===== config.mk =====
export PLATFORM = sky130hd
export DESIGN_NAME = sprite_link_slot_allocator
export DESIGN_NICKNAME = d
export VERILOG_FILES = /design/src/slsa_pkg.sv /design/src/sprite_link_slot_allocator.sv
export SDC_FILE = /design/constraint.sdc
export NUM_CORES = 1
export LEC_CHECK = 0
export BUFFER_PORTS_ARGS = -buffer_cell sky130_fd_sc_hd__buf_2
export CORE_AREA = 2 2 370 189
export CTS_BUF_LIST = sky130_fd_sc_hd__clkbuf_4 sky130_fd_sc_hd__clkbuf_8
export DETAILED_ROUTE_END_ITERATION = 6
export DIE_AREA = 0 0 372 191
export GPL_ROUTABILITY_DRIVEN = 0
export SETUP_SLACK_MARGIN = 0.2
export SLEW_MARGIN = 20
export SYNTH_ARGS = -nofsm -noshare
export SYNTH_HDL_FRONTEND = slang
export SYNTH_SLANG_ARGS = --single-unit

===== constraint.sdc =====
create_clock -name i_clk -period 5.2 [get_ports i_clk]
set_input_delay 1.3 -clock i_clk [delete_from_list [all_inputs] [get_ports i_clk]]
set_output_delay 1.3 -clock i_clk [all_outputs]
set_load 0.02 [all_outputs]

===== src/slsa_pkg.sv =====
package slsa_pkg;

    // Table geometry
    localparam int SLOT_COUNT = 80;
    localparam int LW         = 7;                    // slot / link field width
    localparam int CW         = LW + 1;               // compare width, holds SLOT_COUNT
    localparam int AW         = $clog2(SLOT_COUNT);   // table address width
    localparam int SW         = $clog2(SLOT_COUNT);   // walk step counter width

    localparam logic [CW-1:0] SLOT_CW   = CW'(SLOT_COUNT);
    localparam logic [LW-1:0] COUNT_MAX = {LW{1'b1}};

    // Request types
    localparam logic REQ_ALLOC = 1'b0;
    localparam logic REQ_FREE  = 1'b1;

    // Result status codes
    localparam logic [1:0] ST_OK        = 2'd0;
    localparam logic [1:0] ST_FULL      = 2'd1;
    localparam logic [1:0] ST_NOT_FOUND = 2'd2;

    typedef logic [LW-1:0] t_link;

endpackage


===== src/sprite_link_slot_allocator.sv =====
// An allocate on an empty list writes slot 0, then queues its result. Else the chain is
// walked one read per cycle, then a splice (two write-backs) or an unlink (one read, one
// write-back) precedes the result state; a full list or a miss goes straight to it.
// Throughput: one request at a time; the next request is taken the cycle after the result
// is queued. Reset (synchronous, active low) clears the controller, the live count and the
// per-slot valid bits, so the link table reads as zero right away with no clearing pass.
module sprite_link_slot_allocator
    import slsa_pkg::*;
(
    input  logic          i_clk,
    input  logic          i_rst_n,
    input  logic          i_in_valid,
    output logic          o_in_stall,
    input  logic          i_req_type,
    input  logic [LW-1:0] i_free_slot,
    output logic          o_out_valid,
    input  logic          i_out_stall,
    output logic [LW-1:0] o_slot,
    output logic [1:0]    o_status,
    output logic [LW-1:0] o_live_count
);

    // Controller state codes
    localparam logic [2:0] S_IDLE  = 3'd0;
    localparam logic [2:0] S_CHECK = 3'd1;
    localparam logic [2:0] S_READ2 = 3'd2;
    localparam logic [2:0] S_WB1   = 3'd3;
    localparam logic [2:0] S_WB2   = 3'd4;
    localparam logic [2:0] S_DONE  = 3'd5;

    logic [2:0]    r_state, n_state;
    logic          r_req, n_req;
    t_link         r_target, n_target;
    t_link         r_cur, n_cur;
    logic [SW-1:0] r_steps, n_steps;
    t_link         r_pick, n_pick;
    t_link         r_wa, n_wa;
    logic          r_wa_ok, n_wa_ok;
    t_link         r_wd, n_wd;
    logic          r_two, n_two;
    logic          r_inc, n_inc;
    logic          r_dec, n_dec;
    t_link         r_res_slot, n_res_slot;
    logic [1:0]    r_res_status, n_res_status;
    t_link         r_live, n_live;

    logic          r_out_valid;
    t_link         r_out_slot;
    logic [1:0]    r_out_status;
    t_link         r_out_live;

    // Link table with per-slot valid bits
    t_link                 mem [SLOT_COUNT];
    logic [SLOT_COUNT-1:0] r_valid;
    t_link                 r_rd_data;
    logic                  r_rd_vld;

    logic [AW-1:0] rd_addr;
    logic [AW-1:0] wr_addr;
    t_link         wr_data;
    logic          wr_en;

    t_link         link;
    logic [CW-1:0] cur_inc;
    logic          last_step;
    logic          accept;
    logic          out_free;

    assign accept   = i_in_valid && !o_in_stall;
    assign out_free = !r_out_valid || !i_out_stall;

    // Link read back, out-of-range and never-written entries read as zero
    always_comb begin
        link = '0;
        if (r_rd_vld && ({1'b0, r_rd_data} < SLOT_CW)) begin
            link = r_rd_data;
        end
    end

    assign cur_inc   = {1'b0, r_cur} + CW'(1);
    assign last_step = (r_steps == SW'(SLOT_COUNT - 1));

    // Table write port
    always_comb begin
        wr_en   = 1'b0;
        wr_addr = r_wa[AW-1:0];
        wr_data = r_wd;
        if (r_state == S_WB1) begin
            wr_en = r_wa_ok;
        end else if (r_state == S_WB2) begin
            wr_en   = 1'b1;
            wr_addr = r_cur[AW-1:0];
            wr_data = r_pick;
        end
    end

    // Controller
    always_comb begin
        n_state      = r_state;
        n_req        = r_req;
        n_target     = r_target;
        n_cur        = r_cur;
        n_steps      = r_steps;
        n_pick       = r_pick;
        n_wa         = r_wa;
        n_wa_ok      = r_wa_ok;
        n_wd         = r_wd;
        n_two        = r_two;
        n_inc        = r_inc;
        n_dec        = r_dec;
        n_res_slot   = r_res_slot;
        n_res_status = r_res_status;
        n_live       = r_live;
        rd_addr      = '0;

        case (r_state)
            S_IDLE: begin
                // read of slot 0 goes out with the accept
                if (accept) begin
                    n_req        = i_req_type;
                    n_target     = i_free_slot;
                    n_cur        = '0;
                    n_steps      = '0;
                    n_inc        = 1'b0;
                    n_dec        = 1'b0;
                    n_two        = 1'b0;
                    n_res_slot   = '0;
                    n_res_status = ST_OK;
                    if (i_req_type == REQ_ALLOC && r_live == '0) begin
                        // empty list: slot 0 becomes the sole entry
                        n_wa    = '0;
                        n_wa_ok = 1'b1;
                        n_wd    = '0;
                        n_inc   = 1'b1;
                        n_state = S_WB1;
                    end else begin
                        n_state = S_CHECK;
                    end
                end
            end

            S_CHECK: begin
                if (r_req == REQ_ALLOC) begin
                    if (link == '0 || cur_inc != {1'b0, link}) begin
                        if (link == '0 && ({1'b0, r_cur} >= SLOT_CW - CW'(1))) begin
                            n_res_status = ST_FULL;
                            n_state      = S_DONE;
                        end else begin
                            // gap after cur: splice cur+1 in
                            n_pick     = cur_inc[LW-1:0];
                            n_wa       = cur_inc[LW-1:0];
                            n_wa_ok    = cur_inc < SLOT_CW;
                            n_wd       = link;
                            n_two      = 1'b1;
                            n_inc      = 1'b1;
                            n_res_slot = cur_inc[LW-1:0];
                            n_state    = S_WB1;
                        end
                    end else if (last_step) begin
                        n_res_status = ST_FULL;
                        n_state      = S_DONE;
                    end else begin
                        n_cur   = link;
                        n_steps = r_steps + SW'(1);
                        rd_addr = link[AW-1:0];
                    end
                end else begin
                    if (link == '0) begin
                        n_res_status = ST_NOT_FOUND;
                        n_state      = S_DONE;
                    end else if (link == r_target) begin
                        // fetch the victim's link; cur stays as predecessor
                        rd_addr = link[AW-1:0];
                        n_state = S_READ2;
                    end else if (last_step) begin
                        n_res_status = ST_NOT_FOUND;
                        n_state      = S_DONE;
                    end else begin
                        n_cur   = link;
                        n_steps = r_steps + SW'(1);
                        rd_addr = link[AW-1:0];
                    end
                end
            end

            S_READ2: begin
                // unlink: predecessor takes the victim's successor
                n_wa       = r_cur;
                n_wa_ok    = 1'b1;
                n_wd       = link;
                n_dec      = 1'b1;
                n_res_slot = r_target;
                n_state    = S_WB1;
            end

            S_WB1: begin
                n_state = r_two ? S_WB2 : S_DONE;
            end

            S_WB2: begin
                n_state = S_DONE;
            end

            S_DONE: begin
                // wait for room in the output register
                if (out_free) begin
                    if (r_inc && r_live != COUNT_MAX) begin
                        n_live = r_live + LW'(1);
                    end else if (r_dec && r_live != '0) begin
                        n_live = r_live - LW'(1);
                    end
                    n_state = S_IDLE;
                end
            end

            default: begin
                n_state = S_IDLE;
            end
        endcase
    end

    assign o_in_stall = (r_state != S_IDLE);

    // Control registers
    always_ff @(posedge i_clk) begin
        if (!i_rst_n) begin
            r_state     <= S_IDLE;
            r_live      <= '0;
            r_out_valid <= 1'b0;
            r_valid     <= '0;
        end else begin
            r_state <= n_state;
            r_live  <= n_live;
            if (r_state == S_DONE && out_free) begin
                r_out_valid <= 1'b1;
            end else if (!i_out_stall) begin
                r_out_valid <= 1'b0;
            end
            if (wr_en) begin
                r_valid[wr_addr] <= 1'b1;
            end
        end
    end

    // Datapath registers
    always_ff @(posedge i_clk) begin
        r_req        <= n_req;
        r_target     <= n_target;
        r_cur        <= n_cur;
        r_steps      <= n_steps;
        r_pick       <= n_pick;
        r_wa         <= n_wa;
        r_wa_ok      <= n_wa_ok;
        r_wd         <= n_wd;
        r_two        <= n_two;
        r_inc        <= n_inc;
        r_dec        <= n_dec;
        r_res_slot   <= n_res_slot;
        r_res_status <= n_res_status;
        if (r_state == S_DONE && out_free) begin
            r_out_slot   <= r_res_slot;
            r_out_status <= r_res_status;
            r_out_live   <= n_live;
        end
    end

    // Link table memory, one read and one write port
    always_ff @(posedge i_clk) begin
        if (wr_en) begin
            mem[wr_addr] <= wr_data;
        end
        r_rd_data <= mem[rd_addr];
        r_rd_vld  <= r_valid[rd_addr];
    end

    assign o_out_valid  = r_out_valid;
    assign o_slot       = r_out_slot;
    assign o_status     = r_out_status;
    assign o_live_count = r_out_live;

    // A failed request always reports slot zero
    a_fail_slot_zero: assert property (@(posedge i_clk) disable iff (!i_rst_n)
        (o_out_valid && o_status != ST_OK) |-> (o_slot == '0))
        else $error("failed request reports a nonzero slot");

    // Live count never exceeds the table size
    a_live_bound: assert property (@(posedge i_clk) disable iff (!i_rst_n)
        ({1'b0, r_live} <= SLOT_CW))
        else $error("live count above table size");

    // An accepted request occupies the controller on the next cycle
    a_accept_busy: assert property (@(posedge i_clk) disable iff (!i_rst_n)
        accept |=> (r_state != S_IDLE))
        else $error("controller idle right after accept");

    // Table writes happen only in write-back states
    a_write_state: assert property (@(posedge i_clk) disable iff (!i_rst_n)
        wr_en |-> (r_state == S_WB1 || r_state == S_WB2))
        else $error("table write outside write-back");

    // Live count moves only when a result is queued
    a_live_update: assert property (@(posedge i_clk) disable iff (!i_rst_n)
        (r_live != $past(r_live)) |-> ($past(r_state) == S_DONE))
        else $error("live count changed outside result cycle");

endmodule


### Word-level counts from Yosys, hierarchy flattened

Memories as Yosys holds them, arrays and structs flattened. A register that Yosys moved wholly into a read port is not among the register bits.
Index checks and enable logic that the tools add are counted.

| word-level totals | value |
|---|---|
| register bits after elaboration | 164 |
| memory bits (writable) | 560 |
| logic and storage cells | 173 |
| memories | 1 |

Memories:

| name | depth | bits a word | read ports | clocked after memory_dff | write ports | line | RTL |
|---|---|---|---|---|---|---|---|
| mem | 80 | 7 | 1 | 1 | 1 | sprite_link_slot_allocator.sv:53 | `t_link mem [SLOT_COUNT];` |

| operators by class | value |
|---|---|
| add/subtract/negate cells | 4 |
| magnitude comparators | 6 |
| equality and inequality tests | 23 |
| mux-type cells | 84 |
| bitwise logic cells | 4 |
| reduce and logical (&&, ||, !) cells | 30 |

Operator list:

| kind | number |
|---|---|
| 7-bit 2-to-1 mux | 34 |
| 80-bit bitwise OR | 1 |
| 7-bit one-hot mux with 3 select lines | 3 |
| 7-bit one-hot mux with 2 select lines | 2 |
| 3-bit 2-to-1 mux | 8 |
| 1-bit 2-to-1 mux | 20 |
| 2-bit 2-to-1 mux | 9 |
| 3-bit one-hot mux with 6 select lines | 1 |
| 7-bit by 8-bit less-than comparator with 1-bit output, second input constant | 2 |
| 4-bit != test, second input constant | 4 |
| 5-bit AND reduction | 3 |
| 7-bit by 1-bit adder with 7-bit output, second input constant | 2 |
| 7-bit zero test | 2 |
| 2-bit != test, second input constant | 6 |
| 6-bit AND reduction | 2 |
| 3-bit != test, second input constant | 3 |
| 7-bit by 1-bit adder with 8-bit output, second input constant | 1 |
| 1-bit logical AND | 8 |
| 8-bit by 7-bit less-than comparator with 1-bit output, second input constant | 1 |
| 8-bit by 7-bit != test with 1-bit output | 1 |
| 1-bit binary-select mux with 7-bit select | 1 |
| 1-bit demux with 7-bit select | 1 |
| 7-bit equality test | 1 |
| 7-bit equality test, second input constant | 1 |
| other kinds (21) | 34 |

### Longest topological paths before layout

| logic depth | value |
|---|---|
| word-level depth | 10 |
| mapped depth | 17 |

### Worst setup path after synthesis

No wires, ideal clock.

| path | value |
|---|---|
| path type | flip-flop to flip-flop |
| start point | register r_cur[0] |
| end point | register r_rd_data[2] (read register of mem) |
| arrival | 3,722 ps |
| required time | 5,059 ps |
| path slack | 1,337 ps |
| stages on the path, launching flop included | 16 |
| path buffers | 4 |
| period minus slack after synthesis | 3,863 ps |
| cell sequence | edfxtp_1 > ha_1 > nand3_4 > xor2_2 > mux2_4 > o32a_4 > or4_1 > buf_2 > a21oi_1 > buf_4 > buf_6 > buf_2 > mux2i_1 > o22ai_1 > nor4_1 > o221ai_1 |

| between the ends | value |
|---|---|
| longest elaborated chain between the ends | 6 |

RTL lines:

| what | line | RTL |
|---|---|---|
| start, declared | sprite_link_slot_allocator.sv:34 | `t_link r_cur, n_cur;` |
| start signal, assigned | sprite_link_slot_allocator.sv:249 | `r_cur <= n_cur;` |
| 7-bit by 1-bit adder with 8-bit output | sprite_link_slot_allocator.sv:80 | `assign cur_inc = {1'b0, r_cur} + CW'(1);` |
| 8-bit by 7-bit != test with 1-bit output | sprite_link_slot_allocator.sv:144 | `if (link == '0 \|\| cur_inc != {1'b0, link}) begin` |
| 1-bit logical OR | sprite_link_slot_allocator.sv:144 |  |
| 7-bit 2-to-1 mux | sprite_link_slot_allocator.sv:144 |  |
| 7-bit 2-to-1 mux | sprite_link_slot_allocator.sv:143 | `if (r_req == REQ_ALLOC) begin` |
| 7-bit 2-to-1 mux | sprite_link_slot_allocator.sv:116 | `case (r_state)` |
| end, declared | sprite_link_slot_allocator.sv:55 | `t_link r_rd_data;` |

Every way passes these cells.
A chain may end at the register's enable or synchronous reset.

### Worst setup path after layout

| path | value |
|---|---|
| start point | register r_rd_data[5] (read register of mem) |
| end point | register r_rd_data[6] (read register of mem) |

| between the ends | value |
|---|---|
| longest elaborated chain between the ends | 8 |
| elaborated cells on any way between the ends | 13 |

RTL lines:

| what | line | RTL |
|---|---|---|
| 7-bit less-than comparator | sprite_link_slot_allocator.sv:75 | `if (r_rd_vld && ({1'b0, r_rd_data} < SLOT_CW)) begin` |
| 1-bit logical AND | sprite_link_slot_allocator.sv:75 |  |
| 7-bit 2-to-1 mux * | sprite_link_slot_allocator.sv:75 |  |
| 7-bit equality test (tied with other cells) | sprite_link_slot_allocator.sv:171 | `end else if (link == r_target) begin` |
| 7-bit 2-to-1 mux / 1-bit logical OR (equally long branches) | sprite_link_slot_allocator.sv:171, sprite_link_slot_allocator.sv:144 |  |
| 7-bit 2-to-1 mux, on equally long branches | sprite_link_slot_allocator.sv:168, sprite_link_slot_allocator.sv:144 |  |
| 7-bit 2-to-1 mux * | sprite_link_slot_allocator.sv:143 |  |
| 7-bit 2-to-1 mux * | sprite_link_slot_allocator.sv:116 |  |

Mark *: on every way between the ends. The rest lies on a longest branch, timed or not.

==> results by group <==
Outcome
  • Outcome: finished clean

Synth
  • Ys async rst share: 0%
  • Main combinational cell family by area after synthesis: simple AND/OR/NAND/NOR gates
  • #FFs+latches synth: 731
  • Leading area contributor after synthesis: edfxtp_1
  • Area share of the largest cell type after synthesis: between 60% and 70%
  • Post-Synth Adder-Cell Area: 0.1654%
  • Top FF cell, synth: edfxtp_1
  • Post-synthesis cell type count: 87
  • Xor/xnor cell area share of the yosys netlist: less than 1%
  • Compound-Gate Fraction of Synth Area: approximately 11%
  • Mux share of post-synthesis cell area: under 10%
  • Simple logic cell fraction of the synthesized area: between 10% and 20%
  • Syn nets: approximately 2500
  • Synth warn: 0
  • EDFF count, synth: around 630
  • Top cells by area, synth: edfxtp_1, nand2_1, dfxtp_1
  • Mapped Area: slightly above 30000 um^2
  • Post-Synthesis Cells: 2455
  • Mean post-synth cell area: roughly 12 um^2
  • Sequential area share after synthesis: just under 70%

Die
  • Die Area: 71050 um^2
  • Cell Rows: between 60 and 70
  • Core area: 67980 um^2
  • Die Y: 191 um
  • DIE WIDTH: 372 um
  • Starting Density: between 40 and 50%
  • IO Pins: 30

Critical path
  • Arr. time, crit path: roughly 5.6 ns
  • Worst Path Required: roughly 5.9 ns
  • CP endpoint kind: flop
  • Worst setup SP type: flop
  • CP max FO: 13
  • Worst Path Class, Setup: flop to flop

Global routing
  • Initial antenna violation count: 3
  • Total GRT Usage: between 20 and 30%
  • Vias in the first global route: 20130
  • Largest net degree at the start of global routing: 81
  • First-pass GRT wire length: ~150000 um
  • Total gr overflow: 0

Routing
  • DR pass1 iterations: 6
  • Drt drc: 0
  • Drt initial violations: roughly 3700
  • Avg Vias per Cell: between 6 and 7
  • Drt total wl: between 100000 and 150000 um
  • Average wire per standard cell: between 20 and 30 um
  • Routed vias: ~22000
  • Post-route ant nets: 0

STA
  • Final period util: between 90% and 100%
  • RSZ-0062 raised after global routing: false
  • Endpoints failing setup: 0
  • Max-slew violations: 0
  • Slew at the pin closest to its max-slew limit: between 1 and 1.5 ns
  • FMAX: 0.2032 GHz
  • Worst Clk Skew: between 0.03 and 0.04 ns
  • Slew HR: about 16%
  • Final min period: 4.921 ns
  • Post-route setup slack: around 0.28 ns
  • Fin. Hold Viols: 0

Clocking
  • Max Root-Sink Buffers: 3
  • Clock-pin slew on the worst setup and hold paths: ~0.070 ns
  • CTS sink count: between 700 and 800
  • Cts bufs inserted: 96
  • Clock latency at the later pin of the worst-skew pair: about 0.75 ns
  • Clock Tree Root: clkbuf_8
  • CTS tree: done
  • H-Tree Depth: 3
  • Post-CTS Repair Setup Buffers: 0
  • Cts hold-fix bufs: 0

Power and ir drop
  • Logic pwr share: between 10% and 20%
  • Leakage Power: about 12 nW
  • P_int: between 0.009 and 0.01 W
  • Flop pwr share: roughly 54%
  • Switching power: about 0.0036 W
  • PD cells: 387.1 nW/um^2
  • Peak supply drop: around 0.21 mV
  • Sw Share: between 20% and 30%
  • Clock power share: around a third

Placed design
  • Dpl ws: about 0.014 ns
  • Port Buf Inserts: 29
  • Post-DP Area: around 32000 um^2
  • Post-DP HPWL: 67930 um

Cells and area
  • Area added between synthesis and finish: 12.08%
  • Nets: roughly 2600
  • Final instance area: 33910 um^2
  • Layout Utilization: around half
  • Fraction of layout cells with a size suffix above 1: between 10% and 20%

Worst hold path
  • Min-Delay Path Class: flop to flop

Run
  • Total of max-cap violations: 0
-- layout by cell type (no fill, tap or decap), types with 21 or more instances in the layout --
| cell | count |
|---|---|
| nor3_1 | 37 |
| nor2_1 | 187 |
| buf_2 | 28 |
| mux2i_1 | 58 |
| dfxtp_1 | 99 |
| a31oi_1 | 61 |
| o21ai_0 | 57 |
| edfxtp_1 | 632 |
| nand2_1 | 524 |
| and3_1 | 42 |
| nand3_1 | 97 |
| buf_4 | 96 |
| a21oi_1 | 66 |
| clkbuf_4 | 34 |
| clkinv_1 | 21 |
| a311oi_1 | 26 |
| clkbuf_8 | 108 |
| o21a_1 | 82 |
-- kinds of logic after synthesis --
family,count (synthesis)
xor+xnor,21
mux,64
simple gates,990
flops,731
fa+ha+maj,4
compound gates,472
buf+inv,173
-- layout make-up --
type,count,area [um^2]
timing repair buffer,135,1081
tap,910,1139
inverter,21,78.83
antenna,2,5.005
multi-input combinational,1551,8686
fill,5915,34070
sequential,731,20960
clock inverter,37,221.5
clock buffer,142,1742
-- power by group through the flow --
stage	Sequential, W	Clock [W]	Combinational (W)
finish	0.00714	0.00447	0.00152
global route	0.00715	0.00476	0.00158
CTS	0.00714	0.00449	0.00146
detailed placement	0.00727	0	0.00145
global placement	0.00726	0	0.00142
floorplan	0.00725	0	0.000717
-- flip-flops by register name, summed over array words and instances, names as in the netlist, 3 cells and up --
register,flops
mem,560
o_live_count,7
o_slot,7
r_cur,7
r_live,7
r_pick,7
r_rd_data,7
r_res_slot,7
r_state,3
r_steps,7
r_target,7
r_valid,80
r_wa,7
r_wd,7
-- Yosys cell counts (all sizes together) (15+ instances only) --
cell type	n
o21ai	68
and2	16
nor3	38
o211ai	17
nand4	20
and3	44
nand2	533
nor2	189
edfxtp	632
dfxtp	99
nand3	99
mux2i	58
inv	20
buf	66
a311oi	26
a31oi	62
a21oi	70
nand3b	15
clkbuf	86
o21a	82
-- metal layers --
layer / up-vias / GRT usage (%) / part of all wire [%]
li1: 9267 / - / -
met1: 10850 / 46.72 / 45
met2: 1673 / 32.69 / 35
met3: 161 / 13.45 / 18
met4: 0 / 6.266 / 1.8
met5: - / 0 / 0
-- repair_timing --
action / CTS / global route
resized for setup: 4 / 7
setup endpoints to repair: 3 / 3
gates cloned: 0 / 0
-- worst paths after layout --
check / cells past startpoint / slack [ns] / to / from
setup / recovery: 11 / 0.28 / r_rd_data[6] / r_rd_data[5]
setup reg to reg: 11 / 0.28 / r_rd_data[6] / r_rd_data[5]
hold / removal: 0 / 0.42 / o_slot[4] / r_res_slot[4]
hold reg to reg: 0 / 0.42 / o_slot[4] / r_res_slot[4]
-- critical path, stage by stage (launching register included) --
cell       delay [ns]
dfxtp_1          0.69
nand3b_1         0.40
xor2_1           0.28
o2111ai_1        0.19
o31ai_2          0.52
nand2_2          0.38
a21oi_4          0.40
nand2_1          0.53
o221ai_1         0.62
nor3_1           0.23
o31ai_1          0.43
a31o_2           0.17
-- metrics by stage --
step                      TNS [ns]  hold slack [ns]  std cells  power [W]
after global placement     -0.1032           0.4052       3347   0.008676
after CTS                        0           0.4170       3527    0.01309
after global routing             0           0.4332       3528    0.01349
final                            0           0.4214       3529    0.01313
after detailed placement         0           0.4126       3348   0.008719
after floorplan                  0           0.4003       2455   0.007970
(Power assumes the default switching activity.)
